--- src/sv/cmb_pkg.sv ---
// ----------------------------------------------------------------------------
// cmb_pkg
// Shared types and constants for the column motion blur block.
// ----------------------------------------------------------------------------
package cmb_pkg;

    localparam int CH_W   = 8;            // bits per color channel
    localparam int NUM_CH = 3;            // red, green, blue
    localparam int PIX_W  = CH_W * NUM_CH;
    localparam int AMT_W  = 5;            // blur_amount register width
    localparam int CMP_W  = 7;            // common width for count compares

    typedef enum logic [2:0] {
        ST_IDLE,
        ST_READ,
        ST_DIVGO,
        ST_DIVW,
        ST_OUT
    } t_state;

endpackage

--- src/sv/cmb_ram.sv ---
// ----------------------------------------------------------------------------
// cmb_ram
// Generic single write port, single read port RAM with registered read data.
// ----------------------------------------------------------------------------
module cmb_ram #(
    parameter int WIDTH = 24,
    parameter int DEPTH = 16,
    parameter int AW    = (DEPTH > 1) ? $clog2(DEPTH) : 1
) (
    input  logic             i_clk,
    input  logic             i_we,
    input  logic [AW-1:0]    i_waddr,
    input  logic [WIDTH-1:0] i_wdata,
    input  logic [AW-1:0]    i_raddr,
    output logic [WIDTH-1:0] o_rdata
);

    logic [WIDTH-1:0] r_mem [DEPTH];
    logic [WIDTH-1:0] r_rdata;

    always_ff @(posedge i_clk) begin
        if (i_we) begin
            r_mem[i_waddr] <= i_wdata;
        end
        r_rdata <= r_mem[i_raddr];
    end

    assign o_rdata = r_rdata;

endmodule

--- src/sv/cmb_div.sv ---
// ----------------------------------------------------------------------------
// cmb_div
// Restoring divider, one quotient bit per cycle, three channel lanes sharing
// one bit counter and one divisor.
// ----------------------------------------------------------------------------
module cmb_div #(
    parameter int SUM_W = 12
) (
    input  logic                                  i_clk,
    input  logic                                  i_rst_n,
    input  logic                                  i_start,
    input  logic [cmb_pkg::AMT_W-1:0]             i_divisor,
    input  logic [cmb_pkg::NUM_CH-1:0][SUM_W-1:0] i_dividend,
    output logic                                  o_done,
    output logic [cmb_pkg::NUM_CH-1:0][SUM_W-1:0] o_quot
);
    import cmb_pkg::*;

    localparam int CNT_W = $clog2(SUM_W + 1);

    logic [NUM_CH-1:0][SUM_W-1:0] r_quot;
    logic [NUM_CH-1:0][AMT_W-1:0] r_rem;
    logic [NUM_CH-1:0][SUM_W-1:0] n_quot;
    logic [NUM_CH-1:0][AMT_W-1:0] n_rem;
    logic [CNT_W-1:0]             r_cnt;
    logic                         r_busy;
    logic                         r_done;

    // one restoring step per lane
    always_comb begin
        logic [AMT_W:0] sh;
        for (int c = 0; c < NUM_CH; c++) begin
            sh = {r_rem[c], r_quot[c][SUM_W-1]};
            if (sh >= {1'b0, i_divisor}) begin
                n_rem[c]  = AMT_W'(sh - {1'b0, i_divisor});
                n_quot[c] = {r_quot[c][SUM_W-2:0], 1'b1};
            end else begin
                n_rem[c]  = sh[AMT_W-1:0];
                n_quot[c] = {r_quot[c][SUM_W-2:0], 1'b0};
            end
        end
    end

    always_ff @(posedge i_clk) begin
        if (!i_rst_n) begin
            r_busy <= 1'b0;
            r_done <= 1'b0;
            r_cnt  <= '0;
        end else begin
            r_done <= 1'b0;
            if (i_start) begin
                r_busy <= 1'b1;
                r_cnt  <= CNT_W'(SUM_W);
            end else if (r_busy) begin
                r_cnt <= r_cnt - 1'b1;
                if (r_cnt == CNT_W'(1)) begin
                    r_busy <= 1'b0;
                    r_done <= 1'b1;
                end
            end
        end
    end

    always_ff @(posedge i_clk) begin
        if (i_start) begin
            r_quot <= i_dividend;
            r_rem  <= '0;
        end else if (r_busy) begin
            r_quot <= n_quot;
            r_rem  <= n_rem;
        end
    end

    assign o_done = r_done;
    assign o_quot = r_quot;

endmodule

--- src/sv/column_motion_blur.sv ---
// ----------------------------------------------------------------------------
// column_motion_blur
// Horizontal motion blur over RGB pixels: blends each pixel with the mean of
// the blur_amount pixels before it on the same line.
// ----------------------------------------------------------------------------
// Sequence: a pass-through pixel (short history) goes through ST_OUT into the
//   output register; a blurred pixel runs amt history reads, the sum of the
//   last word, the divider start, 8+log2(MAX_BLUR) divider steps, the done
//   strobe and the output write, in that order.
// Throughput: one pixel at a time; the next beat is taken the cycle after the
//   result has moved into the output register; a stalled output holds the
//   result back in ST_OUT.
// Reset: synchronous, active low; clears sequencer, counters, output valid
//   and sets blur_amount to 1. History RAM is not cleared.
// ----------------------------------------------------------------------------
module column_motion_blur #(
    parameter int MAX_BLUR = 16
) (
    input  logic                      i_clk,
    input  logic                      i_rst_n,
    // configuration
    input  logic                      i_cfg_wr_en,
    input  logic [cmb_pkg::AMT_W-1:0] i_cfg_wr_data,   // blur_amount
    // pixel input stream
    input  logic                      i_s_tvalid,
    output logic                      o_s_tready,
    input  logic [23:0]               i_s_tdata,       // red_in, green_in, blue_in
    input  logic                      i_s_tuser,       // line_start
    // pixel output stream
    output logic                      o_m_tvalid,
    input  logic                      i_m_tready,
    output logic [23:0]               o_m_tdata        // red_out, green_out, blue_out
);
    import cmb_pkg::*;

    localparam int AW    = (MAX_BLUR > 1) ? $clog2(MAX_BLUR) : 1;
    localparam int PW    = $clog2(MAX_BLUR + 1);           // pixels_seen width
    localparam int SUM_W = 8 + ((MAX_BLUR > 1) ? $clog2(MAX_BLUR) : 0);
    localparam logic [CMP_W-1:0] MAX_C = CMP_W'(MAX_BLUR);
    localparam logic [AW-1:0]    LAST_A = AW'(MAX_BLUR - 1);

    // ------------------------------------------------------------------
    // state
    // ------------------------------------------------------------------
    t_state                       r_state, n_state;
    logic [AMT_W-1:0]             r_cfg_amt;      // register as written
    logic [AMT_W-1:0]             r_amt;          // clamped amount for this beat
    logic [PW-1:0]                r_seen;         // earlier pixels on this line
    logic [AW-1:0]                r_hpos;         // next history write slot
    logic [AW-1:0]                r_rptr;         // history read pointer
    logic [AMT_W-1:0]             r_rcnt;         // reads issued
    logic                         r_rd_v;         // RAM data valid this cycle
    logic                         r_blur;         // beat takes the blur path
    logic [PIX_W-1:0]             r_pix;          // current pixel
    logic [NUM_CH-1:0][SUM_W-1:0] r_sum;          // window sums
    logic                         r_m_valid;
    logic [PIX_W-1:0]             r_m_data;

    // ------------------------------------------------------------------
    // clamped amount: zero acts as one, above MAX_BLUR acts as MAX_BLUR
    // ------------------------------------------------------------------
    logic [AMT_W-1:0] amt_eff;
    always_comb begin
        if (r_cfg_amt == '0) begin
            amt_eff = AMT_W'(1);
        end else if (CMP_W'(r_cfg_amt) > MAX_C) begin
            amt_eff = AMT_W'(MAX_BLUR);
        end else begin
            amt_eff = r_cfg_amt;
        end
    end

    logic          s_accept;
    logic [PW-1:0] seen_eff;
    logic          out_free;
    assign s_accept = i_s_tvalid && o_s_tready;
    assign seen_eff = i_s_tuser ? '0 : r_seen;
    assign out_free = !r_m_valid || i_m_tready;

    // ------------------------------------------------------------------
    // history RAM and divider
    // ------------------------------------------------------------------
    logic                         ram_we;
    logic                         rd_issue;
    logic [PIX_W-1:0]             ram_rdata;
    logic                         div_start;
    logic                         div_done;
    logic [NUM_CH-1:0][SUM_W-1:0] div_quot;

    cmb_ram #(
        .WIDTH (PIX_W),
        .DEPTH (MAX_BLUR),
        .AW    (AW)
    ) u_hist (
        .i_clk   (i_clk),
        .i_we    (ram_we),
        .i_waddr (r_hpos),
        .i_wdata (r_pix),
        .i_raddr (r_rptr),
        .o_rdata (ram_rdata)
    );

    cmb_div #(
        .SUM_W (SUM_W)
    ) u_div (
        .i_clk      (i_clk),
        .i_rst_n    (i_rst_n),
        .i_start    (div_start),
        .i_divisor  (r_amt),
        .i_dividend (r_sum),
        .o_done     (div_done),
        .o_quot     (div_quot)
    );

    // ------------------------------------------------------------------
    // sequencer: next state and strobes
    // ------------------------------------------------------------------
    always_comb begin
        n_state    = r_state;
        o_s_tready = 1'b0;
        ram_we     = 1'b0;
        rd_issue   = 1'b0;
        div_start  = 1'b0;
        case (r_state)
            ST_IDLE: begin
                o_s_tready = 1'b1;
                if (i_s_tvalid) begin
                    // enough history on this line -> blur, else pass through
                    if (CMP_W'(seen_eff) >= CMP_W'(amt_eff)) begin
                        n_state = ST_READ;
                    end else begin
                        n_state = ST_OUT;
                    end
                end
            end
            ST_READ: begin
                if (r_rcnt != r_amt) begin
                    rd_issue = 1'b1;
                end else begin
                    // last read word is summed this cycle
                    n_state = ST_DIVGO;
                end
            end
            ST_DIVGO: begin
                div_start = 1'b1;
                n_state   = ST_DIVW;
            end
            ST_DIVW: begin
                if (div_done) begin
                    n_state = ST_OUT;
                end
            end
            ST_OUT: begin
                if (out_free) begin
                    ram_we  = 1'b1;
                    n_state = ST_IDLE;
                end
            end
            default: begin
                n_state = ST_IDLE;
            end
        endcase
    end

    always_ff @(posedge i_clk) begin
        if (!i_rst_n) begin
            r_state <= ST_IDLE;
        end else begin
            r_state <= n_state;
        end
    end

    // ------------------------------------------------------------------
    // control registers
    // ------------------------------------------------------------------
    always_ff @(posedge i_clk) begin
        if (!i_rst_n) begin
            r_cfg_amt <= AMT_W'(1);
            r_seen    <= '0;
            r_hpos    <= '0;
            r_rcnt    <= '0;
            r_rd_v    <= 1'b0;
            r_m_valid <= 1'b0;
        end else begin
            if (i_cfg_wr_en) begin
                r_cfg_amt <= i_cfg_wr_data;
            end
            r_rd_v <= rd_issue;
            if (s_accept) begin
                r_rcnt <= '0;
                if (CMP_W'(seen_eff) < MAX_C) begin
                    r_seen <= seen_eff + 1'b1;
                end else begin
                    r_seen <= seen_eff;
                end
            end else if (rd_issue) begin
                r_rcnt <= r_rcnt + 1'b1;
            end
            if (ram_we) begin
                r_hpos <= (r_hpos == LAST_A) ? '0 : r_hpos + 1'b1;
            end
            if (ram_we) begin
                r_m_valid <= 1'b1;
            end else if (i_m_tready) begin
                r_m_valid <= 1'b0;
            end
        end
    end

    // ------------------------------------------------------------------
    // datapath registers
    // ------------------------------------------------------------------
    always_ff @(posedge i_clk) begin
        if (s_accept) begin
            r_pix  <= i_s_tdata;
            r_amt  <= amt_eff;
            r_blur <= CMP_W'(seen_eff) >= CMP_W'(amt_eff);
            r_sum  <= '0;
            // newest earlier pixel sits just behind the write slot
            r_rptr <= (r_hpos == '0) ? LAST_A : r_hpos - 1'b1;
        end else begin
            if (rd_issue) begin
                r_rptr <= (r_rptr == '0) ? LAST_A : r_rptr - 1'b1;
            end
            if (r_rd_v) begin
                for (int c = 0; c < NUM_CH; c++) begin
                    r_sum[c] <= r_sum[c] + SUM_W'(ram_rdata[c*CH_W +: CH_W]);
                end
            end
        end
    end

    // blend: (cur + avg) >> 1 per channel
    logic [PIX_W-1:0] blend_pix;
    always_comb begin
        logic [CH_W:0] s9;
        for (int c = 0; c < NUM_CH; c++) begin
            s9 = {1'b0, r_pix[c*CH_W +: CH_W]} + {1'b0, div_quot[c][CH_W-1:0]};
            blend_pix[c*CH_W +: CH_W] = s9[CH_W:1];
        end
    end

    always_ff @(posedge i_clk) begin
        if (ram_we) begin
            r_m_data <= r_blur ? blend_pix : r_pix;
        end
    end

    assign o_m_tvalid = r_m_valid;
    assign o_m_tdata  = r_m_data;

endmodule

--- config.mk ---
export PLATFORM = sky130hd
export DESIGN_NAME = column_motion_blur
export DESIGN_NICKNAME = d
export VERILOG_FILES = /design/src/sv/cmb_pkg.sv /design/src/sv/cmb_ram.sv /design/src/sv/cmb_div.sv /design/src/sv/column_motion_blur.sv
export SDC_FILE = /design/constraint.sdc
export NUM_CORES = 1
export LEC_CHECK = 0
export BUFFER_PORTS_ARGS = -buffer_cell sky130_fd_sc_hd__buf_2
export CAP_MARGIN = 20
export CORE_ASPECT_RATIO = 2
export CORE_MARGIN = 2
export CORE_UTILIZATION = 50
export CTS_BUF_LIST = sky130_fd_sc_hd__clkbuf_8
export DETAILED_ROUTE_END_ITERATION = 8
export HOLD_SLACK_MARGIN = 0.1
export PLACE_DENSITY_LB_ADDON = 0.2
export SETUP_SLACK_MARGIN = 0.3
export SYNTH_ARGS = -nofsm -noshare
export SYNTH_HDL_FRONTEND = slang
export SYNTH_SLANG_ARGS = --single-unit
--- constraint.sdc ---
create_clock -name i_clk -period 7.1 [get_ports i_clk]
set_input_delay 0.355 -clock i_clk [delete_from_list [all_inputs] [get_ports i_clk]]
set_output_delay 0.355 -clock i_clk [all_outputs]
set_load 0.03 [all_outputs]
==> results.json <==
{
  "h-tree-depth": 3,
  "die_area_um2": 51700,
  "busiest_layer": "met2",
  "max_freq_mhz": 314,
  "grt_max_degree": 118,
  "critical_path_peak_fanout": 31,
  "fill_cells": 3965,
  "synthCells": 1755,
  "grt-ovfl-total": 0,
  "rows": 115,
  "die_w_um": 162,
  "final_hold_viol_count": 0,
  "p_per_area_nw_per_um2": 311,
  "yosys.area.top_type_share": 0.576,
  "p_seq_frac": 0.480,
  "clkPwrFrac": 0.292,
  "fp.coreArea_um2": 49200,
  "skew_ns": 0.0249,
  "wl_per_cell_um": 21.9,
  "area_growth_pct": 12.5,
  "io_buffer_count": 60,
  "period_share": 0.448,
  "seqCellArea_um2": 16500,
  "synth_edf_count": 478,
  "drive_gt1_frac": 0.148,
  "start_util": 0.506,
  "syn_area_per_cell_um2": 14.2,
  "multiInputGateArea_um2": 7970,
  "drtAntennaViolNets": 0,
  "grt_pass1_wl_um": 87100,
  "grt_util_all_layers": 0.223,
  "maxCapViolCount": 0,
  "setup_violations": 0,
  "switchingPower_mw": 2.63,
  "use_met2": 0.424,
  "min_path_type": "in -> reg",
  "cp-start-kind": "flop",
  "met3_usage": 0.0310,
  "slew_violations": 0,
  "remaining_drc_errors": 0,
  "critPathCaptureType": "flop",
  "hp-start": "i_s_tvalid",
  "clock-root-buffer": "clkbuf_8",
  "layout_min_cycle_time_ns": 3.18,
  "cts_buffers": 81,
  "synth_seq_area_share": 0.660,
  "p_leak_nw": 10.3,
  "status": "finished clean",
  "fin_util": 0.569,
  "fin_tns_setup_ns": 0,
  "worst_pin_slew_ns": 1.14,
  "synth_top_flop_cell": "edfxtp_1",
  "antenna_found_initial": 1,
  "ys_warn_count": 0,
  "intPower_mw": 6.08,
  "crit_type": "reg -> reg",
  "first_global_vias": 15500,
  "synthesis.area_um2": 24900,
  "yosys.area.top_type": "edfxtp_1",
  "grt_use_met1": 0.240,
  "relSlewSlack": 0.240,
  "critPathArrivalTime_ns": 3.51,
  "crit_start": "r_state[2]",
  "first_iter_violations": 978,
  "synthArstFlopShare": 0,
  "vias": 15100,
  "cts_tree": "yes",
  "cp.required_ns": 7.43,
  "io_pins": 61,
  "rsz0062_at_grt": "no",
  "dr.pass1.iters": 5,
  "clock_latency_ns": 0.66,
  "r2r-start": "r_state[2]",
  "gp_congestion": 0.845,
  "clockBufferDepth": 3,
  "vias_per_cell": 5.78,
  "ys_top_cells_by_area": "edfxtp_1 58%, dfxtp_1 8.4%, mux2i_1 5.0%, mux4_2 4.3%, ha_1 3.8%",
  "synth_fp_nets": 1874,
  "pwr-share-comb": 0.228,
  "cts_hold_buf": 38,
  "synth_cell_type_count": 64,
  "post_cts_resized": 0,
  "dp.final_hpwl_um": 35800,
  "nets": 2015,
  "fp.dieH_um": 320,
  "clkTransAtPathRegs_ns": 0.07,
  "cts.sinks": 583,
  "post_cts.repair.setup_buffers": 0,
  "postSynthRegisterBits": 583,
  "irDropWorstVdd_mv": 0.200,
  "wirelength_um": 57100,
  "swShare": 0.302
}
-- worst max-delay path: stages (launching register included) --
cell	delay, ns
dfxtp_1	0.46
or3b_1	0.54
nor2_8	0.54
nand2_1	0.33
nor3_2	0.56
buf_4	0.39
-- flip-flops by register name, indices dropped and copies added (netlist names) --
register        flops
o_m_tdata          24
o_m_tvalid          1
r_amt               5
r_blur              1
r_cfg_amt           5
r_hpos              4
r_pix              24
r_rcnt              5
r_rd_v              1
r_rptr              4
r_seen              5
r_state             3
r_sum              36
u_div.o_done        1
u_div.o_quot       36
u_div.r_busy        1
u_div.r_cnt         4
u_div.r_rem        15
u_hist.o_rdata     24
u_hist.r_mem      384
-- power by group through the flow --
stage	sequential [mW]	clock (mW)	combinational [mW]
2_1_floorplan	4.19	0	1.46
5_1_grt	4.20	2.76	2.21
3_5_place_dp	4.25	0	1.97
6_report	4.18	2.54	1.99
4_1_cts	4.18	2.61	2.00
3_3_place_gp	4.25	0	1.91
-- synthesized netlist by cell type (7+ instances only) --
| library cell | n |
|---|---|
| mux4_2 | 48 |
| ha_1 | 75 |
| mux2_2 | 7 |
| o21ai_0 | 90 |
| o211ai_1 | 11 |
| mux2i_1 | 124 |
| nor2b_1 | 9 |
| xnor2_1 | 18 |
| o31a_1 | 7 |
| clkbuf_1 | 48 |
| a31oi_1 | 10 |
| nand2_1 | 152 |
| a211oi_1 | 16 |
| xor2_1 | 22 |
| nor3_1 | 18 |
| a21o_1 | 9 |
| edfxtp_1 | 478 |
| nand3_1 | 21 |
| buf_2 | 25 |
| o21a_1 | 10 |
| a22oi_1 | 24 |
| nand2b_1 | 33 |
| fa_1 | 9 |
| inv_1 | 55 |
| nor2_1 | 119 |
| a21oi_1 | 63 |
| dfxtp_1 | 105 |
| nand4_1 | 12 |
| a221oi_1 | 53 |
-- cell families after synthesis --
kind of cell    Yosys count  synth area share
flops                   583             0.660
simple gates            397            0.0726
compound gates          335            0.0890
mux                     179            0.0964
buf+inv                 137            0.0226
fa+ha+maj                84            0.0449
xor+xnor                 40            0.0141
-- per-layer routing --
metal  vias up  share of wire
li1       7008              -
met1      7496           0.36
met2       416           0.56
met3       139          0.043
met4         0          0.040
met5         -              0
-- final timing paths --
path              slack, ns             endpoint  cells past startpoint
setup / recovery       3.92  u_hist.r_mem[3][13]                      5
hold / removal         0.21           r_state[0]                      5
setup reg to reg       3.92  u_hist.r_mem[3][13]                      5
hold reg to reg        0.46      u_div.r_rem[14]                      2
-- area by class of cell --
class                   count  share of cell area
diodes                      1           0.0000893
clock buffers              88              0.0432
clock inverters            60              0.0132
inverters                  57             0.00764
multi-input cells        1035               0.284
flip-flops and latches    583               0.587
well taps                 643              0.0287
repair buffers            138              0.0355
-- metrics by stage --
step	hold slack (ns)	instance area (um^2)	setup slack, ns	total power, mW	cells
after floorplan	0.417	24900	3.55	5.65	1755
after global placement	0.435	26100	4.06	6.16	2418
after detailed placement	0.451	26100	3.93	6.22	2418
after CTS	0.130	28000	3.90	8.79	2604
after global routing	0.182	28000	3.70	9.17	2605
final	0.214	28000	3.92	8.71	2605
-- layout by cell type (no fill, tap or decap), types with 53 or more instances in the layout --
cell      instances
edfxtp_1        478
a21oi_1          63
dfxtp_1         105
inv_1            85
mux2i_1         124
o21ai_0          90
ha_1             75
nor2_1          104
nand2_1         152
a221oi_1         53
clkbuf_8         88
buf_2            60
Note: power is estimated with default switching activity, not from simulation.
